[config.mk]
export PLATFORM = sky130hd
export DESIGN_NAME = receive_tag_matcher_core
export DESIGN_NICKNAME = d
export VERILOG_FILES = /design/src/design/rtm_pkg.sv /design/src/design/rtm_front.sv /design/src/design/rtm_queue.sv /design/src/design/rtm_back.sv /design/src/design/receive_tag_matcher_core.sv
export SDC_FILE = /design/constraint.sdc
export NUM_CORES = 2
export LEC_CHECK = 0
export BUFFER_PORTS_ARGS = -buffer_cell sky130_fd_sc_hd__buf_2
export CELL_PAD_IN_SITES_DETAIL_PLACEMENT = 1
export CELL_PAD_IN_SITES_GLOBAL_PLACEMENT = 2
export CORE_MARGIN = 2
export CORE_UTILIZATION = 47
export DETAILED_ROUTE_END_ITERATION = 12
export PLACE_DENSITY = 0.81
export SETUP_SLACK_MARGIN = 0.2
export SYNTH_ARGS = -nofsm -noshare
export SYNTH_HDL_FRONTEND = slang
export SYNTH_SLANG_ARGS = --single-unit
[constraint.sdc]
create_clock -name clk -period 11.3 [get_ports clk]
set_clock_uncertainty 0.15 [all_clocks]
set_input_delay 1.13 -clock clk [delete_from_list [all_inputs] [get_ports clk]]
set_output_delay 1.13 -clock clk [all_outputs]
set_load 0.01 [all_outputs]
[src/design/rtm_pkg.sv]
package rtm_pkg;

  localparam int TABLE_DEPTH = 16;
  localparam int IDX_W       = $clog2(TABLE_DEPTH);

  localparam int PEER_W   = 16;
  localparam int TAG_W    = 64;
  localparam int CNT_W    = 32;
  localparam int HANDLE_W = 32;
  localparam int BPF_W    = 16;
  localparam int STAT_W   = 2;
  localparam int STEP_W   = $clog2(CNT_W);

  localparam int IN_DATA_W  = PEER_W + TAG_W + 3 * CNT_W;
  localparam int OUT_BITS   = 1 + HANDLE_W + 1 + STAT_W;
  localparam int OUT_DATA_W = ((OUT_BITS + 7) / 8) * 8;

  localparam int QUEUE_DEPTH = 2;
  localparam int QPTR_W      = $clog2(QUEUE_DEPTH);

  localparam logic [BPF_W-1:0] BPF_RESET = BPF_W'(16);

  localparam logic OP_POST   = 1'b0;
  localparam logic OP_ARRIVE = 1'b1;

  localparam logic [STAT_W-1:0] ST_OK        = 2'd0;
  localparam logic [STAT_W-1:0] ST_MISMATCH  = 2'd1;
  localparam logic [STAT_W-1:0] ST_DUPLICATE = 2'd2;
  localparam logic [STAT_W-1:0] ST_FULL      = 2'd3;

  // classified item handed from front to back
  typedef struct packed {
    logic                is_post;
    logic [PEER_W-1:0]   peer;
    logic [TAG_W-1:0]    tag;
    logic [CNT_W-1:0]    flits;
    logic [HANDLE_W-1:0] handle;
  } job_t;

  typedef struct packed {
    logic                completed;
    logic [HANDLE_W-1:0] done_handle;
    logic                stored;
    logic [STAT_W-1:0]   status;
  } result_t;

endpackage

[src/design/rtm_front.sv]
module rtm_front (
  input  logic                         clk,
  input  logic                         rst_n,
  input  logic [rtm_pkg::BPF_W-1:0]    flit_bytes,
  input  logic                         in_valid,
  output logic                         in_ready,
  input  logic                         in_op,
  input  logic [rtm_pkg::IN_DATA_W-1:0] in_data,
  output logic                         job_valid,
  input  logic                         job_ready,
  output rtm_pkg::job_t                job
);

  localparam logic [1:0] S_IDLE = 2'd0;
  localparam logic [1:0] S_DIV  = 2'd1;
  localparam logic [1:0] S_PUSH = 2'd2;

  localparam int P_LO = 0;
  localparam int T_LO = P_LO + rtm_pkg::PEER_W;
  localparam int B_LO = T_LO + rtm_pkg::TAG_W;
  localparam int F_LO = B_LO + rtm_pkg::CNT_W;
  localparam int H_LO = F_LO + rtm_pkg::CNT_W;

  logic [1:0]                       state_r, state_nxt;
  logic [rtm_pkg::STEP_W-1:0]       step_r, step_nxt;
  logic                             is_post_r, is_post_nxt;
  logic [rtm_pkg::PEER_W-1:0]       peer_r, peer_nxt;
  logic [rtm_pkg::TAG_W-1:0]        tag_r, tag_nxt;
  logic [rtm_pkg::HANDLE_W-1:0]     handle_r, handle_nxt;
  logic [rtm_pkg::CNT_W-1:0]        quo_r, quo_nxt;
  logic [rtm_pkg::BPF_W:0]          rem_r, rem_nxt;
  logic [rtm_pkg::BPF_W-1:0]        dsr_r, dsr_nxt;
  logic                             round_r, round_nxt;

  logic [rtm_pkg::PEER_W-1:0]       f_peer;
  logic [rtm_pkg::TAG_W-1:0]        f_tag;
  logic [rtm_pkg::CNT_W-1:0]        f_bytes;
  logic [rtm_pkg::CNT_W-1:0]        f_flits;
  logic [rtm_pkg::HANDLE_W-1:0]     f_handle;
  logic [rtm_pkg::BPF_W:0]          rem_sh;
  logic [rtm_pkg::BPF_W+1:0]        diff;
  logic                             ge;

  assign f_peer   = in_data[T_LO-1:P_LO];
  assign f_tag    = in_data[B_LO-1:T_LO];
  assign f_bytes  = in_data[F_LO-1:B_LO];
  assign f_flits  = in_data[H_LO-1:F_LO];
  assign f_handle = in_data[H_LO+rtm_pkg::HANDLE_W-1:H_LO];

  // one restoring step per cycle, quotient shifts in from the bottom
  assign rem_sh = {rem_r[rtm_pkg::BPF_W-1:0], quo_r[rtm_pkg::CNT_W-1]};
  assign diff   = {1'b0, rem_sh} - {2'b00, dsr_r};
  assign ge     = ~diff[rtm_pkg::BPF_W+1];

  assign in_ready  = (state_r == S_IDLE);
  assign job_valid = (state_r == S_PUSH);

  always_comb begin
    job.is_post = is_post_r;
    job.peer    = peer_r;
    job.tag     = tag_r;
    job.flits   = quo_r + {{(rtm_pkg::CNT_W-1){1'b0}}, round_r};
    job.handle  = handle_r;
  end

  always_comb begin
    state_nxt   = state_r;
    step_nxt    = step_r;
    is_post_nxt = is_post_r;
    peer_nxt    = peer_r;
    tag_nxt     = tag_r;
    handle_nxt  = handle_r;
    quo_nxt     = quo_r;
    rem_nxt     = rem_r;
    dsr_nxt     = dsr_r;
    round_nxt   = round_r;
    unique case (state_r)
      S_IDLE: begin
        if (in_valid) begin
          is_post_nxt = (in_op == rtm_pkg::OP_POST);
          peer_nxt    = f_peer;
          tag_nxt     = f_tag;
          handle_nxt  = (in_op == rtm_pkg::OP_POST) ? f_handle : '0;
          dsr_nxt     = flit_bytes;
          rem_nxt     = '0;
          round_nxt   = 1'b0;
          step_nxt    = '0;
          state_nxt   = S_PUSH;
          if (in_op == rtm_pkg::OP_ARRIVE) begin
            quo_nxt = f_flits;
          end else if (f_bytes == '0) begin
            quo_nxt = rtm_pkg::CNT_W'(1);
          end else if (flit_bytes == '0) begin
            quo_nxt = '1;
          end else begin
            quo_nxt   = f_bytes;
            state_nxt = S_DIV;
          end
        end
      end
      S_DIV: begin
        rem_nxt  = ge ? diff[rtm_pkg::BPF_W:0] : rem_sh;
        quo_nxt  = {quo_r[rtm_pkg::CNT_W-2:0], ge};
        step_nxt = step_r + 1'b1;
        if (step_r == rtm_pkg::STEP_W'(rtm_pkg::CNT_W - 1)) begin
          // nonzero remainder rounds the quotient up
          round_nxt = (rem_nxt != '0);
          state_nxt = S_PUSH;
        end
      end
      S_PUSH: begin
        if (job_ready) begin
          state_nxt = S_IDLE;
        end
      end
      default: state_nxt = S_IDLE;
    endcase
  end

  always_ff @(posedge clk) begin
    if (!rst_n) begin
      state_r <= S_IDLE;
    end else begin
      state_r <= state_nxt;
    end
    step_r    <= step_nxt;
    is_post_r <= is_post_nxt;
    peer_r    <= peer_nxt;
    tag_r     <= tag_nxt;
    handle_r  <= handle_nxt;
    quo_r     <= quo_nxt;
    rem_r     <= rem_nxt;
    dsr_r     <= dsr_nxt;
    round_r   <= round_nxt;
  end

endmodule

[src/design/rtm_queue.sv]
module rtm_queue (
  input  logic          clk,
  input  logic          rst_n,
  input  logic          push_valid,
  output logic          push_ready,
  input  rtm_pkg::job_t push_job,
  output logic          pop_valid,
  input  logic          pop_ready,
  output rtm_pkg::job_t pop_job
);

  rtm_pkg::job_t                slot_r [rtm_pkg::QUEUE_DEPTH];
  logic [rtm_pkg::QPTR_W-1:0]   wr_r, wr_nxt;
  logic [rtm_pkg::QPTR_W-1:0]   rd_r, rd_nxt;
  logic [rtm_pkg::QPTR_W:0]     count_r, count_nxt;
  logic                         do_push, do_pop;

  assign push_ready = (count_r != (rtm_pkg::QPTR_W+1)'(rtm_pkg::QUEUE_DEPTH));
  assign pop_valid  = (count_r != '0);
  assign pop_job    = slot_r[rd_r];
  assign do_push    = push_valid && push_ready;
  assign do_pop     = pop_valid && pop_ready;

  always_comb begin
    wr_nxt    = do_push ? wr_r + 1'b1 : wr_r;
    rd_nxt    = do_pop ? rd_r + 1'b1 : rd_r;
    count_nxt = count_r + {{rtm_pkg::QPTR_W{1'b0}}, do_push}
                        - {{rtm_pkg::QPTR_W{1'b0}}, do_pop};
  end

  always_ff @(posedge clk) begin
    if (!rst_n) begin
      wr_r    <= '0;
      rd_r    <= '0;
      count_r <= '0;
    end else begin
      wr_r    <= wr_nxt;
      rd_r    <= rd_nxt;
      count_r <= count_nxt;
    end
    if (do_push) begin
      slot_r[wr_r] <= push_job;
    end
  end

endmodule

[src/design/rtm_back.sv]
module rtm_back (
  input  logic             clk,
  input  logic             rst_n,
  input  logic             job_valid,
  output logic             job_ready,
  input  rtm_pkg::job_t    job,
  output logic             res_valid,
  input  logic             res_ready,
  output rtm_pkg::result_t res
);

  logic                          valid_r [rtm_pkg::TABLE_DEPTH];
  logic                          is_post_r [rtm_pkg::TABLE_DEPTH];
  logic [rtm_pkg::PEER_W-1:0]    peer_r [rtm_pkg::TABLE_DEPTH];
  logic [rtm_pkg::TAG_W-1:0]     tag_r [rtm_pkg::TABLE_DEPTH];
  logic [rtm_pkg::CNT_W-1:0]     flits_r [rtm_pkg::TABLE_DEPTH];
  logic [rtm_pkg::HANDLE_W-1:0]  handle_r [rtm_pkg::TABLE_DEPTH];

  logic                          res_valid_r, res_valid_nxt;
  rtm_pkg::result_t              res_r, res_nxt;

  logic [rtm_pkg::TABLE_DEPTH-1:0] hit_opp, hit_same;
  logic                            any_opp, any_same, any_free;
  logic [rtm_pkg::CNT_W-1:0]       m_flits;
  logic [rtm_pkg::HANDLE_W-1:0]    m_handle;
  logic [rtm_pkg::IDX_W-1:0]       free_idx;
  logic                            take, do_store;

  assign take      = job_valid && (!res_valid_r || res_ready);
  assign job_ready = !res_valid_r || res_ready;
  assign res_valid = res_valid_r;
  assign res       = res_r;

  // parallel key compare against every entry
  always_comb begin
    for (int i = 0; i < rtm_pkg::TABLE_DEPTH; i++) begin
      hit_opp[i]  = valid_r[i] && (is_post_r[i] != job.is_post) &&
                    (peer_r[i] == job.peer) && (tag_r[i] == job.tag);
      hit_same[i] = valid_r[i] && (is_post_r[i] == job.is_post) &&
                    (peer_r[i] == job.peer) && (tag_r[i] == job.tag);
    end
  end

  // a key is held at most once per role, so the opposite hit is one-hot
  always_comb begin
    m_flits  = '0;
    m_handle = '0;
    for (int i = 0; i < rtm_pkg::TABLE_DEPTH; i++) begin
      m_flits  = m_flits  | (flits_r[i]  & {rtm_pkg::CNT_W{hit_opp[i]}});
      m_handle = m_handle | (handle_r[i] & {rtm_pkg::HANDLE_W{hit_opp[i]}});
    end
  end

  // lowest-numbered free entry
  always_comb begin
    free_idx = '0;
    any_free = 1'b0;
    for (int i = rtm_pkg::TABLE_DEPTH - 1; i >= 0; i--) begin
      if (!valid_r[i]) begin
        free_idx = rtm_pkg::IDX_W'(i);
        any_free = 1'b1;
      end
    end
  end

  assign any_opp  = |hit_opp;
  assign any_same = |hit_same;
  assign do_store = take && !any_opp && !any_same && any_free;

  always_comb begin
    res_valid_nxt = res_valid_r;
    res_nxt       = res_r;
    if (res_valid_r && res_ready) begin
      res_valid_nxt = 1'b0;
    end
    if (take) begin
      res_valid_nxt         = 1'b1;
      res_nxt.completed     = 1'b0;
      res_nxt.done_handle   = '0;
      res_nxt.stored        = 1'b0;
      res_nxt.status        = rtm_pkg::ST_OK;
      priority if (any_opp) begin
        res_nxt.completed   = 1'b1;
        res_nxt.done_handle = job.is_post ? job.handle : m_handle;
        res_nxt.status      = (m_flits != job.flits) ? rtm_pkg::ST_MISMATCH
                                                     : rtm_pkg::ST_OK;
      end else if (any_same) begin
        res_nxt.status      = rtm_pkg::ST_DUPLICATE;
      end else if (!any_free) begin
        res_nxt.status      = rtm_pkg::ST_FULL;
      end else begin
        res_nxt.stored      = 1'b1;
      end
    end
  end

  always_ff @(posedge clk) begin
    if (!rst_n) begin
      res_valid_r <= 1'b0;
      for (int i = 0; i < rtm_pkg::TABLE_DEPTH; i++) begin
        valid_r[i] <= 1'b0;
      end
    end else begin
      res_valid_r <= res_valid_nxt;
      for (int i = 0; i < rtm_pkg::TABLE_DEPTH; i++) begin
        if (take && hit_opp[i]) begin
          valid_r[i] <= 1'b0;
        end else if (do_store && (free_idx == rtm_pkg::IDX_W'(i))) begin
          valid_r[i] <= 1'b1;
        end
      end
    end
    res_r <= res_nxt;
    for (int i = 0; i < rtm_pkg::TABLE_DEPTH; i++) begin
      if (do_store && (free_idx == rtm_pkg::IDX_W'(i))) begin
        is_post_r[i] <= job.is_post;
        peer_r[i]    <= job.peer;
        tag_r[i]     <= job.tag;
        flits_r[i]   <= job.flits;
        handle_r[i]  <= job.handle;
      end
    end
  end

endmodule

[src/design/receive_tag_matcher_core.sv]
// channel   direction  handshake             payload
// in_       slave      in_tvalid/in_tready   tdata 176 b, tuser op
// out_      master     out_tvalid/out_tready tdata 40 b
// cfg_      slave      cfg_valid/cfg_ready   flit size in bytes, 16 b
//
// a post with nonzero byte count and flit size goes through the front in order:
// accept, 32 steps of the bit-serial ceiling divider, hand-off to the queue
// other items skip the divider; the back settles one item per cycle unless results stall
// synchronous active-low reset empties the table and queue and loads a flit size of 16
// the two-entry queue and the output register let the front keep dividing while
// the result side is stalled
module receive_tag_matcher_core (
  input  logic                          clk,
  input  logic                          rst_n,
  // input items
  input  logic                          in_tvalid,
  output logic                          in_tready,
  input  logic [rtm_pkg::IN_DATA_W-1:0] in_tdata,  // peer, tag, byte_count, flit_count, handle
  input  logic                          in_tuser,  // op
  // results
  output logic                          out_tvalid,
  input  logic                          out_tready,
  output logic [rtm_pkg::OUT_DATA_W-1:0] out_tdata, // completed, done_handle, stored, status, pad
  // configuration
  input  logic                          cfg_valid,
  output logic                          cfg_ready,
  input  logic [rtm_pkg::BPF_W-1:0]     cfg_data
);

  // flit size register, to be written only while idle; the block itself does not enforce this
  logic [rtm_pkg::BPF_W-1:0] bpf_r, bpf_nxt;

  logic             f_valid, f_ready;
  rtm_pkg::job_t    f_job;
  logic             b_valid, b_ready;
  rtm_pkg::job_t    b_job;
  rtm_pkg::result_t res;

  assign cfg_ready = 1'b1;
  assign bpf_nxt   = (cfg_valid && cfg_ready) ? cfg_data : bpf_r;

  always_ff @(posedge clk) begin
    if (!rst_n) begin
      bpf_r <= rtm_pkg::BPF_RESET;
    end else begin
      bpf_r <= bpf_nxt;
    end
  end

  // front: takes items, converts post sizes to flits
  rtm_front u_front (
    .clk        (clk),
    .rst_n      (rst_n),
    .flit_bytes (bpf_r),
    .in_valid   (in_tvalid),
    .in_ready   (in_tready),
    .in_op      (in_tuser),
    .in_data    (in_tdata),
    .job_valid  (f_valid),
    .job_ready  (f_ready),
    .job        (f_job)
  );

  // decoupling queue between front and back
  rtm_queue u_queue (
    .clk        (clk),
    .rst_n      (rst_n),
    .push_valid (f_valid),
    .push_ready (f_ready),
    .push_job   (f_job),
    .pop_valid  (b_valid),
    .pop_ready  (b_ready),
    .pop_job    (b_job)
  );

  // back: table match, update and result register
  rtm_back u_back (
    .clk       (clk),
    .rst_n     (rst_n),
    .job_valid (b_valid),
    .job_ready (b_ready),
    .job       (b_job),
    .res_valid (out_tvalid),
    .res_ready (out_tready),
    .res       (res)
  );

  // pack lowest field first
  assign out_tdata = {{(rtm_pkg::OUT_DATA_W - rtm_pkg::OUT_BITS){1'b0}},
                      res.status, res.stored, res.done_handle, res.completed};

endmodule
==> impl_results.md <==
* Sequential area share after synthesis at between 70% and 80%
* EDFF count, synth at 2,844
* Hpwl dp at between 200,000 and 300,000 um
* Synth area leaders: edfxtp_1, xnor2_1, nor4_1, nand4_1, nand3_1
* Clock latency at the later pin of the worst-skew pair at ~990 ps
* Met3 usage at 11.3%
* Total grt overflow at 0
* First-pass GRT wire length at roughly 640,000 um
* Mapped Avg Cell Area at around 16 um^2
* Combinational power share at between 20% and 30%
* Die Wd at around 510 um
* Synthesized instance count at roughly 7,600
* Setup WS post-layout at about 2500 ps
* CP Max Fanout at 51
* Cts bufs inserted at between 300 and 400
* Post-CTS setup buffers at 0
* Drt wl/cell at between 40 and 50 um
* Root buffer cell: clkbuf_16
* Dominant cell type by area after synthesis: edfxtp_1
* F_max at between 0.1 and 0.15 GHz
* Routed vias/inst at 6.83
* Max cap viols at 1
* Worst min-delay path class: primary input to flip-flop
* Die height at about 500 um
* Clock buffer depth at 4
* P_sw at 9360 uW
* Most frequent cell after synthesis: edfxtp_1
* FF-to-FF setup slack at about 2500 ps
* Total Routed Length at around 470,000 um
* Total number of vias at 80,176
* CP Class: flip-flop to flip-flop
* Hold slack at around 160 ps
* Critical-path top delay cell: mux2i_4
* Actual transition at the worst max-transition pin at about 1500 ps
* Largest net degree at the start of global routing at between 100 and 150
* Post-synth top cells: edfxtp_1, xnor2_1, nor4_1, nand3_1, nand4_1
* Buf/Inv on CP at 4
* Placer Congestion at roughly 0.97
* Top Family by Delay on Critical Path: simple AND/OR/NAND/NOR gates
* Depth of the CTS H-tree at 5
* Gr usage total at between 30 and 40%
* Die ar. at between 0.2 and 0.3 mm^2
* TritonCTS clock tree: built
* Initial Util at between 40% and 50%
* Tcrit/Tclk final at 77.9%
* Hold Violations, Final at 0
* Synth top area share at 72.1%
* GRT met1 Usage at between 40% and 50%
* Starting DRT DRC Count at 14,442
* Final max-slew violation count at 0
* CTS clk-pin slew, worst paths at roughly 60 ps
* # DRC at 0
* Met2 usage at ~53%
* Ys flop type: edfxtp_1
* Number of global-route vias before repair at 79,048
* Port buffer count at 235
* Internal cell power at between 20,000 and 25,000 uW
* Critical path capture point type: flip-flop
* Pre-Repair DR Iteration Count at 8
* Io pins at 241
* Count of cell types in the netlist at 74
* Setup_tns at 0 ps
* Post-route ant nets at 0
* Slowest stage delay, CP at roughly 1100 ps
* Final Net Count at roughly 8,300
* Initial antenna violation count at between 70 and 80
* Clk sinks at roughly 2,900
* RSZ-0062 raised after global routing: false
* Minimum clock period at 8810 ps
* Clock Power Share at about a third
* Relative slew slack at 0.899%
* Layout cells sized above 1 at between 10% and 20%
* Status: finished, violations left
* Area growth syn-to-layout at 14.2%
* Mapped cell area at roughly 0.12 mm^2
* Cell mode on critical path: buf_4
* Crit path arrival time at ~9200 ps
* Leakage at about 0.042 uW
* Failing checks: capacitance limit
* Synth Register Bits at 2,869
* Core ar. at 0.251 mm^2
* Peak supply drop at about 0.00021 V
* Overall power at slightly below 30,000 uW
* Resized cells post-CTS at 0
* Fin util at 53.9%
* Cell breakdown of the critical path: mux2i_4, buf_4, xnor2_1, nor4_1, buf_4, nand3_2, nor3_2, buf_4, and3_1, or4_4, nor4_4, nand4_2, nor2_1, and2_4, buf_4
* Busiest grt layer: met2
* Sw Share at between 30% and 40%
* CP required at between 10,000 and 15,000 ps
* Row count at approximately 180
* Reg power frac at around 45%
* PD cells at approximately 220 mW/mm^2
* Pre-CTS WS at between 2000 and 3000 ps
* # hold bufs at CTS at 0
* Setup violations, final at 0
* Yosys warns at 0
* Ys async rst share at 0%
* Startpoint Class: flip-flop
-- final timing paths --
check,from,end,cells after the start
hold / removal,in_tdata[41],u_front.tag_r[25],1
setup reg to reg,flip-flop,u_back.flits_r[0][28],15
setup / recovery,flip-flop,u_back.flits_r[0][28],15
hold reg to reg,u_front.handle_r[0],u_queue.slot_r[0][0],0
-- flip-flops by register name, summed over array words and instances (netlist names), 32 cells and up, named ones only --
signal and flops:
u_front.handle_r 32, u_back.tag_r 1024, u_front.quo_r 32, u_back.peer_r 256, u_back.res 36, u_front.tag_r 64
u_back.flits_r 512, u_back.handle_r 512, u_queue.slot_r 290
-- cell usage in the layout, fill, tap and decap left out, types with 19 or more instances in the layout --
master,n
a21oi_1,92
a221oi_1,63
a222oi_1,32
a22o_1,63
a22oi_1,114
a31oi_1,33
and3_1,156
buf_2,235
buf_4,272
bufinv_16,29
clkbuf_1,48
clkbuf_16,317
clkinv_1,73
clkinv_2,61
dfxtp_1,24
diode_2,59
edfxtp_1,2844
ha_1,22
inv_1,74
inv_2,40
mux2_2,64
mux2i_4,81
nand2_1,260
nand3_1,371
nand4_1,360
nor2_1,272
nor2b_1,44
nor3_1,38
nor4_1,503
o2111ai_1,24
o21ai_0,74
xnor2_1,1293
xnor2_2,19
xor2_1,72
-- cells by family after synthesis --
logic type,count (synthesis),share of synthesized area [%]
fa+ha+maj,23,0.249
buf+inv,460,1.82
xor+xnor,1384,10.3
simple gates,2169,10.1
mux,161,1.85
flops,2869,72.5
compound gates,533,3.25
other cells,2,0.00634
-- routing by layer --
layer | vias to the layer above | share of wire, %
li1 | 30392 | -
met1 | 40892 | 35
met2 | 7245 | 44
met3 | 1631 | 15
met4 | 16 | 6.8
met5 | - | 0.029
-- layout make-up --
cell class	count	area (um^2)
clock buffers	368	8150
inverters	127	482
fillers	23472	116000
well taps	3348	4190
clock inverters	166	1530
diodes	59	148
multi-input cells	4275	31400
flip-flops and latches	2869	85900
repair buffers	522	3540
-- worst register-to-register path: stages (launching register included) --
cell	delay [ps]
dfxtp_4	1040
mux2i_4	1140
buf_4	420
xnor2_1	190
nor4_1	190
buf_4	180
nand3_2	500
nor3_2	170
buf_4	230
and3_1	490
or4_4	640
nor4_4	420
nand4_2	310
nor2_1	510
and2_4	830
buf_4	910
-- power by group through the flow --
stage	clock network, uW	registers (uW)	logic [uW]
after floorplan	0	13400	2910
after global placement	0	13400	5750
after detailed placement	0	13500	5880
after CTS	10000	13200	5930
after global routing	10400	13300	6210
final	10000	13200	6290
-- through the flow --
| step | instance area (um^2) | instances |
|---|---|---|
| floorplan | 118000 | 7604 |
| global placement | 125000 | 11138 |
| CTS | 135000 | 11674 |
| detailed placement | 125000 | 11140 |
| global route | 135000 | 11687 |
| finish | 135000 | 11734 |
No activity file was read; power rests on OpenSTA's default activity.
